## src/rtl/sro_pkg.sv

```systemverilog
`timescale 1ns / 1ps

package sro_pkg;

   // default sizing
   localparam int HOLD_CAPACITY_DEF = 15;
   localparam int TAG_WIDTH_DEF     = 16;

   // fixed field widths
   localparam int SEQ_WIDTH  = 32;
   localparam int KIND_WIDTH = 2;

   // result kinds
   localparam logic [KIND_WIDTH-1:0] KIND_PASS     = 2'd0;
   localparam logic [KIND_WIDTH-1:0] KIND_IN_ORDER = 2'd1;
   localparam logic [KIND_WIDTH-1:0] KIND_FLUSHED  = 2'd2;

   // command broadcast to every cell of the chain
   typedef enum logic [1:0] {
      CELL_HOLD   = 2'd0,
      CELL_INSERT = 2'd1,
      CELL_SHIFT  = 2'd2
   } cell_op_type;

   // what the chain reports back to the controller
   typedef struct packed {
      logic                 head_valid;
      logic [SEQ_WIDTH-1:0] head_seq;
      logic                 next_valid;
      logic [SEQ_WIDTH-1:0] next_seq;
      logic                 dup;
      logic                 near_full;
      logic                 full;
   } chain_status_type;

endpackage

```

## src/rtl/sro_cell.sv

```systemverilog
`timescale 1ns / 1ps

module sro_cell #(
   parameter int TAG_WIDTH = sro_pkg::TAG_WIDTH_DEF
) (
   input  logic                          clock,
   input  logic                          reset,
   input  sro_pkg::cell_op_type          op,
   input  logic                          dup,
   input  logic [sro_pkg::SEQ_WIDTH-1:0] key,
   input  logic [TAG_WIDTH-1:0]          new_tag,
   input  logic                          left_valid,
   input  logic [sro_pkg::SEQ_WIDTH-1:0] left_seq,
   input  logic [TAG_WIDTH-1:0]          left_tag,
   input  logic                          left_lt,
   input  logic                          right_valid,
   input  logic [sro_pkg::SEQ_WIDTH-1:0] right_seq,
   input  logic [TAG_WIDTH-1:0]          right_tag,
   output logic                          valid,
   output logic [sro_pkg::SEQ_WIDTH-1:0] seq,
   output logic [TAG_WIDTH-1:0]          tag,
   output logic                          lt,
   output logic                          eq
);
   import sro_pkg::*;

   logic                 valid_ff, valid_in;
   logic [SEQ_WIDTH-1:0] seq_ff, seq_in;
   logic [TAG_WIDTH-1:0] tag_ff, tag_in;

   // local compares against the broadcast key
   assign lt = valid_ff && (seq_ff < key);
   assign eq = valid_ff && (seq_ff == key);

   // next entry: keep, take the new item, take from left or from right
   always_comb begin
      valid_in = valid_ff;
      seq_in   = seq_ff;
      tag_in   = tag_ff;
      case (op)
         CELL_INSERT: begin
            if (dup) begin
               if (eq) begin
                  tag_in = new_tag;
               end
            end else if (!lt) begin
               if (left_lt) begin
                  valid_in = 1'b1;
                  seq_in   = key;
                  tag_in   = new_tag;
               end else begin
                  valid_in = left_valid;
                  seq_in   = left_seq;
                  tag_in   = left_tag;
               end
            end
         end
         CELL_SHIFT: begin
            valid_in = right_valid;
            seq_in   = right_seq;
            tag_in   = right_tag;
         end
         default: begin
            valid_in = valid_ff;
         end
      endcase
   end

   // valid bit clears on reset, payload does not
   always_ff @(posedge clock) begin
      if (reset) begin
         valid_ff <= 1'b0;
      end else begin
         valid_ff <= valid_in;
      end
      seq_ff <= seq_in;
      tag_ff <= tag_in;
   end

   assign valid = valid_ff;
   assign seq   = seq_ff;
   assign tag   = tag_ff;

endmodule

```

## src/rtl/sro_chain.sv

```systemverilog
`timescale 1ns / 1ps

module sro_chain #(
   parameter int HOLD_CAPACITY = sro_pkg::HOLD_CAPACITY_DEF,
   parameter int TAG_WIDTH     = sro_pkg::TAG_WIDTH_DEF
) (
   input  logic                          clock,
   input  logic                          reset,
   input  sro_pkg::cell_op_type          op,
   input  logic [sro_pkg::SEQ_WIDTH-1:0] key,
   input  logic [TAG_WIDTH-1:0]          new_tag,
   output sro_pkg::chain_status_type     status,
   output logic [TAG_WIDTH-1:0]          head_tag
);
   import sro_pkg::*;

   localparam int SLOTS = HOLD_CAPACITY + 1;

   logic [SLOTS-1:0]                valid_w, lt_w, eq_w;
   logic [SLOTS-1:0][SEQ_WIDTH-1:0] seq_w;
   logic [SLOTS-1:0][TAG_WIDTH-1:0] tag_w;
   logic                            dup;

   // a held copy of the key turns an insert into a tag overwrite
   assign dup = |eq_w;

   // cells kept packed at the low end, sorted by ascending number
   for (genvar i = 0; i < SLOTS; i++) begin : g_cell
      logic                 l_valid, l_lt, r_valid;
      logic [SEQ_WIDTH-1:0] l_seq, r_seq;
      logic [TAG_WIDTH-1:0] l_tag, r_tag;

      if (i == 0) begin : g_first
         assign l_valid = 1'b0;
         assign l_lt    = 1'b1;
         assign l_seq   = '0;
         assign l_tag   = '0;
      end else begin : g_inner_l
         assign l_valid = valid_w[i-1];
         assign l_lt    = lt_w[i-1];
         assign l_seq   = seq_w[i-1];
         assign l_tag   = tag_w[i-1];
      end

      if (i == SLOTS - 1) begin : g_last
         assign r_valid = 1'b0;
         assign r_seq   = '0;
         assign r_tag   = '0;
      end else begin : g_inner_r
         assign r_valid = valid_w[i+1];
         assign r_seq   = seq_w[i+1];
         assign r_tag   = tag_w[i+1];
      end

      sro_cell #(
         .TAG_WIDTH(TAG_WIDTH)
      ) u_cell (
         .clock      (clock),
         .reset      (reset),
         .op         (op),
         .dup        (dup),
         .key        (key),
         .new_tag    (new_tag),
         .left_valid (l_valid),
         .left_seq   (l_seq),
         .left_tag   (l_tag),
         .left_lt    (l_lt),
         .right_valid(r_valid),
         .right_seq  (r_seq),
         .right_tag  (r_tag),
         .valid      (valid_w[i]),
         .seq        (seq_w[i]),
         .tag        (tag_w[i]),
         .lt         (lt_w[i]),
         .eq         (eq_w[i])
      );
   end

   // status toward the controller
   assign status.head_valid = valid_w[0];
   assign status.head_seq   = seq_w[0];
   assign status.next_valid = valid_w[1];
   assign status.next_seq   = seq_w[1];
   assign status.dup        = dup;
   assign status.near_full  = valid_w[SLOTS-2];
   assign status.full       = valid_w[SLOTS-1];
   assign head_tag          = tag_w[0];

endmodule

```

## src/rtl/sequence_reorder_buffer.sv

```systemverilog
`timescale 1ns / 1ps

// Reorders TCP packet descriptors by sequence number. Non-TCP descriptors, stale ones
// (number below the expected one) and out-of-order ones that only go into the hold table
// leave the sequencer idle. An in-order descriptor is released at once, followed by every
// held packet that continues the sequence, one result per cycle while rsp_stall is low;
// when an insert fills the table past HOLD_CAPACITY the expected number jumps to the
// smallest held one and that run is flushed the same way. The held packets live in a
// sorted chain of HOLD_CAPACITY + 1 cells, so the smallest held number is always at the
// head and each release is a shift of the chain; req_stall stays high while a run is
// being released.
module sequence_reorder_buffer #(
   parameter int HOLD_CAPACITY = sro_pkg::HOLD_CAPACITY_DEF,
   parameter int TAG_WIDTH     = sro_pkg::TAG_WIDTH_DEF
) (
   input  logic                           clock,
   input  logic                           reset,
   input  logic                           req_valid,
   output logic                           req_stall,
   input  logic                           req_is_tcp,
   input  logic [sro_pkg::SEQ_WIDTH-1:0]  req_seq_num,
   input  logic [TAG_WIDTH-1:0]           req_packet_tag,
   output logic                           rsp_valid,
   input  logic                           rsp_stall,
   output logic [TAG_WIDTH-1:0]           rsp_out_tag,
   output logic [sro_pkg::KIND_WIDTH-1:0] rsp_out_kind,
   output logic                           rsp_last_of_run
);
   import sro_pkg::*;

   typedef enum logic [1:0] {
      ST_IDLE = 2'b01,
      ST_RUN  = 2'b10
   } state_type;

   state_type            state_ff, state_in;
   logic [SEQ_WIDTH-1:0] expected_ff, expected_in;

   logic                  rsp_valid_ff, rsp_valid_in;
   logic [TAG_WIDTH-1:0]  rsp_tag_ff, rsp_tag_in;
   logic [KIND_WIDTH-1:0] rsp_kind_ff, rsp_kind_in;
   logic                  rsp_last_ff, rsp_last_in;

   chain_status_type     status;
   logic [TAG_WIDTH-1:0] head_tag;
   cell_op_type          chain_op;

   logic                 out_free, accept, in_order, stale;
   logic [SEQ_WIDTH-1:0] seq_plus, head_plus;
   logic                 in_order_last, run_last, run_step;

   // handshake
   assign out_free  = !rsp_valid_ff || !rsp_stall;
   assign req_stall = (state_ff != ST_IDLE) || !out_free;
   assign accept    = req_valid && !req_stall;
   assign run_step  = (state_ff == ST_RUN) && out_free;

   // classification of the incoming descriptor
   assign in_order  = req_is_tcp && (req_seq_num == expected_ff);
   assign stale     = req_is_tcp && (req_seq_num < expected_ff);
   assign seq_plus  = req_seq_num + 1'b1;
   assign head_plus = status.head_seq + 1'b1;

   // lookahead: does the head continue the run after this result
   assign in_order_last = !(status.head_valid && (status.head_seq == seq_plus));
   assign run_last      = !(status.next_valid && (status.next_seq == head_plus));

   // chain command
   always_comb begin
      chain_op = CELL_HOLD;
      if (accept && req_is_tcp && !in_order && !stale) begin
         chain_op = CELL_INSERT;
      end else if (run_step) begin
         chain_op = CELL_SHIFT;
      end
   end

   sro_chain #(
      .HOLD_CAPACITY(HOLD_CAPACITY),
      .TAG_WIDTH    (TAG_WIDTH)
   ) u_chain (
      .clock   (clock),
      .reset   (reset),
      .op      (chain_op),
      .key     (req_seq_num),
      .new_tag (req_packet_tag),
      .status  (status),
      .head_tag(head_tag)
   );

   // sequencer, expected number and output register
   always_comb begin
      state_in     = state_ff;
      expected_in  = expected_ff;
      rsp_valid_in = rsp_valid_ff && rsp_stall;
      rsp_tag_in   = rsp_tag_ff;
      rsp_kind_in  = rsp_kind_ff;
      rsp_last_in  = rsp_last_ff;
      case (state_ff)
         ST_IDLE: begin
            if (accept) begin
               if (!req_is_tcp) begin
                  rsp_valid_in = 1'b1;
                  rsp_tag_in   = req_packet_tag;
                  rsp_kind_in  = KIND_PASS;
                  rsp_last_in  = 1'b1;
               end else if (in_order) begin
                  rsp_valid_in = 1'b1;
                  rsp_tag_in   = req_packet_tag;
                  rsp_kind_in  = KIND_IN_ORDER;
                  rsp_last_in  = in_order_last;
                  expected_in  = seq_plus;
                  if (!in_order_last) begin
                     state_in = ST_RUN;
                  end
               end else if (!stale && !status.dup && status.near_full) begin
                  // insert overflows the table: flush from the smallest held number
                  state_in = ST_RUN;
               end
            end
         end
         ST_RUN: begin
            if (run_step) begin
               rsp_valid_in = 1'b1;
               rsp_tag_in   = head_tag;
               rsp_kind_in  = KIND_FLUSHED;
               rsp_last_in  = run_last;
               expected_in  = head_plus;
               if (run_last) begin
                  state_in = ST_IDLE;
               end
            end
         end
         default: begin
            state_in = ST_IDLE;
         end
      endcase
   end

   always_ff @(posedge clock) begin
      if (reset) begin
         state_ff     <= ST_IDLE;
         expected_ff  <= '0;
         rsp_valid_ff <= 1'b0;
      end else begin
         state_ff     <= state_in;
         expected_ff  <= expected_in;
         rsp_valid_ff <= rsp_valid_in;
      end
      rsp_tag_ff  <= rsp_tag_in;
      rsp_kind_ff <= rsp_kind_in;
      rsp_last_ff <= rsp_last_in;
   end

   assign rsp_valid       = rsp_valid_ff;
   assign rsp_out_tag     = rsp_tag_ff;
   assign rsp_out_kind    = rsp_kind_ff;
   assign rsp_last_of_run = rsp_last_ff;

`ifndef ASSERT_OFF
   // a run always has a held packet at the head of the chain
   a_run_head: assert property (@(posedge clock) disable iff (reset)
      (state_ff == ST_RUN) |-> status.head_valid)
      else $error("run active with empty chain head");

   // a transfer that is not last leaves more of the run to come
   a_not_last_run: assert property (@(posedge clock) disable iff (reset)
      (rsp_valid && !rsp_stall && !rsp_last_of_run) |-> (state_ff == ST_RUN))
      else $error("non-last result without a run in progress");

   // a full chain is only ever seen while it is being flushed
   a_full_flush: assert property (@(posedge clock) disable iff (reset)
      status.full |-> (state_ff == ST_RUN))
      else $error("hold table full outside a flush");

   // the result kind never takes the unused code
   a_kind_code: assert property (@(posedge clock) disable iff (reset)
      rsp_valid |-> (rsp_out_kind == KIND_PASS || rsp_out_kind == KIND_IN_ORDER ||
                     rsp_out_kind == KIND_FLUSHED))
      else $error("illegal result kind");
`endif

endmodule
```

## config.mk

```make
export PLATFORM = sky130hd
export DESIGN_NAME = sequence_reorder_buffer
export DESIGN_NICKNAME = d
export VERILOG_FILES = /design/src/rtl/sro_pkg.sv /design/src/rtl/sro_cell.sv /design/src/rtl/sro_chain.sv /design/src/rtl/sequence_reorder_buffer.sv
export SDC_FILE = /design/constraint.sdc
export NUM_CORES = 2
export LEC_CHECK = 0
export ABC_AREA = 1
export BUFFER_PORTS_ARGS = -buffer_cell sky130_fd_sc_hd__buf_2
export CORE_MARGIN = 5
export CORE_UTILIZATION = 60
export CTS_BUF_LIST = sky130_fd_sc_hd__clkbuf_8
export CTS_CLUSTER_DIAMETER = 80
export CTS_CLUSTER_SIZE = 16
export DETAILED_ROUTE_END_ITERATION = 6
export PLACE_DENSITY = 0.8
export SYNTH_ARGS = -nofsm -noshare
export SYNTH_HDL_FRONTEND = slang
export SYNTH_SLANG_ARGS = --single-unit
```

## constraint.sdc

```tcl
create_clock -name clock -period 5.96 [get_ports clock]
set_input_delay 1.192 -clock clock [delete_from_list [all_inputs] [get_ports clock]]
set_output_delay 1.192 -clock clock [all_outputs]
set_load 0.02 [all_outputs]
```

==> impl_metrics.tcl <==
set metrics [dict create \
    drc 6 \
    cts_inserted_buffers 66 \
    synthFlopType "edfxtp_1" \
    nNetsFinal 7794 \
    die_h_um 320.3 \
    track_usage 0.3568 \
    p_leak_uw 0.02499 \
    wl_per_cell_um 22.31 \
    start_util 0.6062 \
    synth_warnings 0 \
    clock_latency_ns 0.78 \
    htree_num_levels 3 \
    synth-edff-count 787 \
    cts_resized 0 \
    pin_count 74 \
    violations "design-rule violations, max-capacitance violations, max-slew violations" \
    rows 113 \
    ys_seq_area_frac 0.4268 \
    grt_overflow 0 \
    hp-class "reg2reg" \
    synthArstFlopShare 0 \
    grt_max_degree 109 \
    first_pass_iters 7 \
    core_area_um2 95290 \
    drv_slew 5 \
    avgViaCountPerCell 6.222 \
    finalCritPeriodShare 0.8407 \
    drive_gt1_frac 0.05714 \
    die_area_um2 102600 \
    netlist_area_um2 57770 \
    end_kind "register" \
    gp_congestion 1.012 \
    vias 52878 \
    die_w_um 320.3 \
    antenna_left 0 \
    syn_to_final_growth_pct 5.751 \
    tns_ns 0 \
    grt_pass1_wl_um 288200 \
    syn_nets 7850 \
    port_buffers 73 \
    yosysTopAreaCell "edfxtp_1" \
    ys_ff_latch 838 \
    synth_cell_type_count 48 \
    finalSetupViolCount 0 \
    cap_viol_max_count 1 \
    hold_viol_final 0 \
    worstPathArrival_ns 5.43 \
    required_ns 6.38 \
    postCtsSetupRepairBufs 0 \
    synth_area_per_cell_um2 7.969 \
    antenna_found_initial 16 \
    drt_wl_total_um 189600 \
    cts.sinks 838 \
    startpoint_type "input port" \
    pwr_density_cell_nw_per_um2 227.0 \
    fin_hold_ws_ns 0.4602 \
    synth_area_leaders "edfxtp_1 41%, nand2_1 13%, ha_1 12%" \
    finClkSkew_ns 0.04999 \
    power_uw 13870 \
    period_needed_ns 5.011 \
    synth_cells 7249 \
    cts_hold_buffers 0 \
    fmax_mhz 199.6 \
    clk_pin_slew_ns 0.10 \
    relSlewSlack -0.04408 \
    tritoncts "yes" \
    dp_hpwl_um 143900 \
    status "complete, but fails checks" \
    cts_root_buf "clkbuf_8" \
    grt_pass1_vias 51029 \
    drt_iter0_markers 5628 \
    clk_path_buf_depth 3 \
    synthDominantCellAreaShare 0.4091 \
    irDropWorstVdd_v 0.0001915 \
    crit_fanout 33 \
    worst_pin_slew_ns 1.559 \
    rsz0062_at_grt "no" \
    worstSetupPathType "in2reg" \
    fin_util 0.6411 \
]
## state kept, by name, summed over array words and instances, names as in the netlist
register	cells
rsp_valid	1
rsp_out_kind	2
rsp_out_tag	16
u_chain.g_cell.u_cell.valid	16
u_chain.g_cell.u_cell.tag	256
rsp_last_of_run	1
state_ff	2
u_chain.g_cell.u_cell.seq	512
expected_ff	32
## cell type report
type                    count  area, um^2
diodes                      6       15.01
clock buffers              69       949.7
clock inverters            34       255.2
fillers                  8251       34210
inverters                 542        2042
multi-input cells        5470       29450
flip-flops and latches    838       24650
well taps                1265        1583
repair buffers            275        2145
## stage by stage
step	instances	cell area, um^2	worst slack (ns)
5_1_grt	8499	61090	0.9840
3_3_place_gp	8390	59870	0.5896
4_1_cts	8493	61070	1.322
3_5_place_dp	8390	59870	0.5028
2_1_floorplan	7249	57770	1.296
6_report	8499	61090	0.9493
## cells by family (layout without fill, tap and decap cells)
kind of cell / Yosys count / after routing / share of synthesized area
compound gates: 1970 / 1970 / 0.1824
xor+xnor: 10 / 10 / 0.002469
fa+ha+maj: 548 / 548 / 0.1187
buf+inv: 941 / 920 / 0.06476
flops: 838 / 838 / 0.4268
other cells: 0 / 6 / 0
simple gates: 2942 / 2942 / 0.2049
## placed cells by master, fill, tap and decap left out, types with 8 or more instances in the layout
cell type	count
a31oi_1	143
nor4_1	9
nor2_2	10
nor2_4	8
a311oi_1	11
buf_4	181
ha_1	547
nor3_1	17
o21ai_0	1248
buf_12	21
nand2_1	2056
dfxtp_1	51
nand3_1	295
inv_2	8
a21oi_1	368
clkinv_1	18
inv_1	534
nor2_1	435
clkbuf_8	69
o211ai_1	85
buf_2	73
nand4_1	79
nand2_2	12
o21a_1	26
edfxtp_1	787
nand3b_1	8
o21ai_1	20
a211oi_1	45
## path summary, 6_finish.rpt
path | to | slack [ns] | depth (start not counted) | startpoint
min reg2reg | expected_ff[2] | 0.46 | 2 | expected_ff[2]
max | u_chain.g_cell[0].u_cell.seq[24] | 0.95 | 12 | req_seq_num[21]
max reg2reg | u_chain.g_cell[3].u_cell.tag[10] | 1.72 | 8 | state_ff[0]
min | expected_ff[2] | 0.46 | 2 | expected_ff[2]
## cell usage after synthesis (4+ instances only)
cell      instances
nor4_1            9
buf_4            31
nand2_1        2062
edfxtp_1        787
a311oi_1         11
clkinv_1         17
o21ai_1          21
nor2_2            9
nand3b_1          8
buf_1            14
dfxtp_1          51
nor2_1          437
ha_1            548
clkbuf_1        280
o21ai_0        1248
nand2_2           6
buf_2            74
o211ai_1         85
inv_1           516
o21a_1           26
a31oi_1         143
nor3_1           17
a21o_1            6
a211oi_1         46
a21oi_1         370
nand3_1         298
xor2_1            6
inv_2             9
nor2_4            7
xnor3_1           4
nand4_1          79
## worst max-delay path, stage by stage
cell	delay, ns
buf_2	0.35
inv_1	0.53
ha_1	0.52
inv_1	0.06
nor2_1	0.14
nand4_1	0.18
nor2_1	0.62
nand2_1	0.16
o211ai_1	0.70
nor2_1	0.37
nor2_4	0.26
buf_12	0.28
## power breakdown
part | internal [uW] | total (uW) | switching (uW) | leakage [uW]
logic | 978 | 3010 | 2040 | 0.0166
clock network | 1190 | 3310 | 2120 | 0.000673
registers | 7150 | 7550 | 397 | 0.00771
total | 9320 | 13900 | 4550 | 0.0250
## per-layer routing
metal,routed length (um),GRT usage,up-vias
li1,-,-,25017
met3,14700,0.04439,596
met2,90890,0.6100,2634
met4,13190,0.2164,2
met1,70840,0.4334,24629
met5,20,0,-
Power figures use the tool's default switching activity.
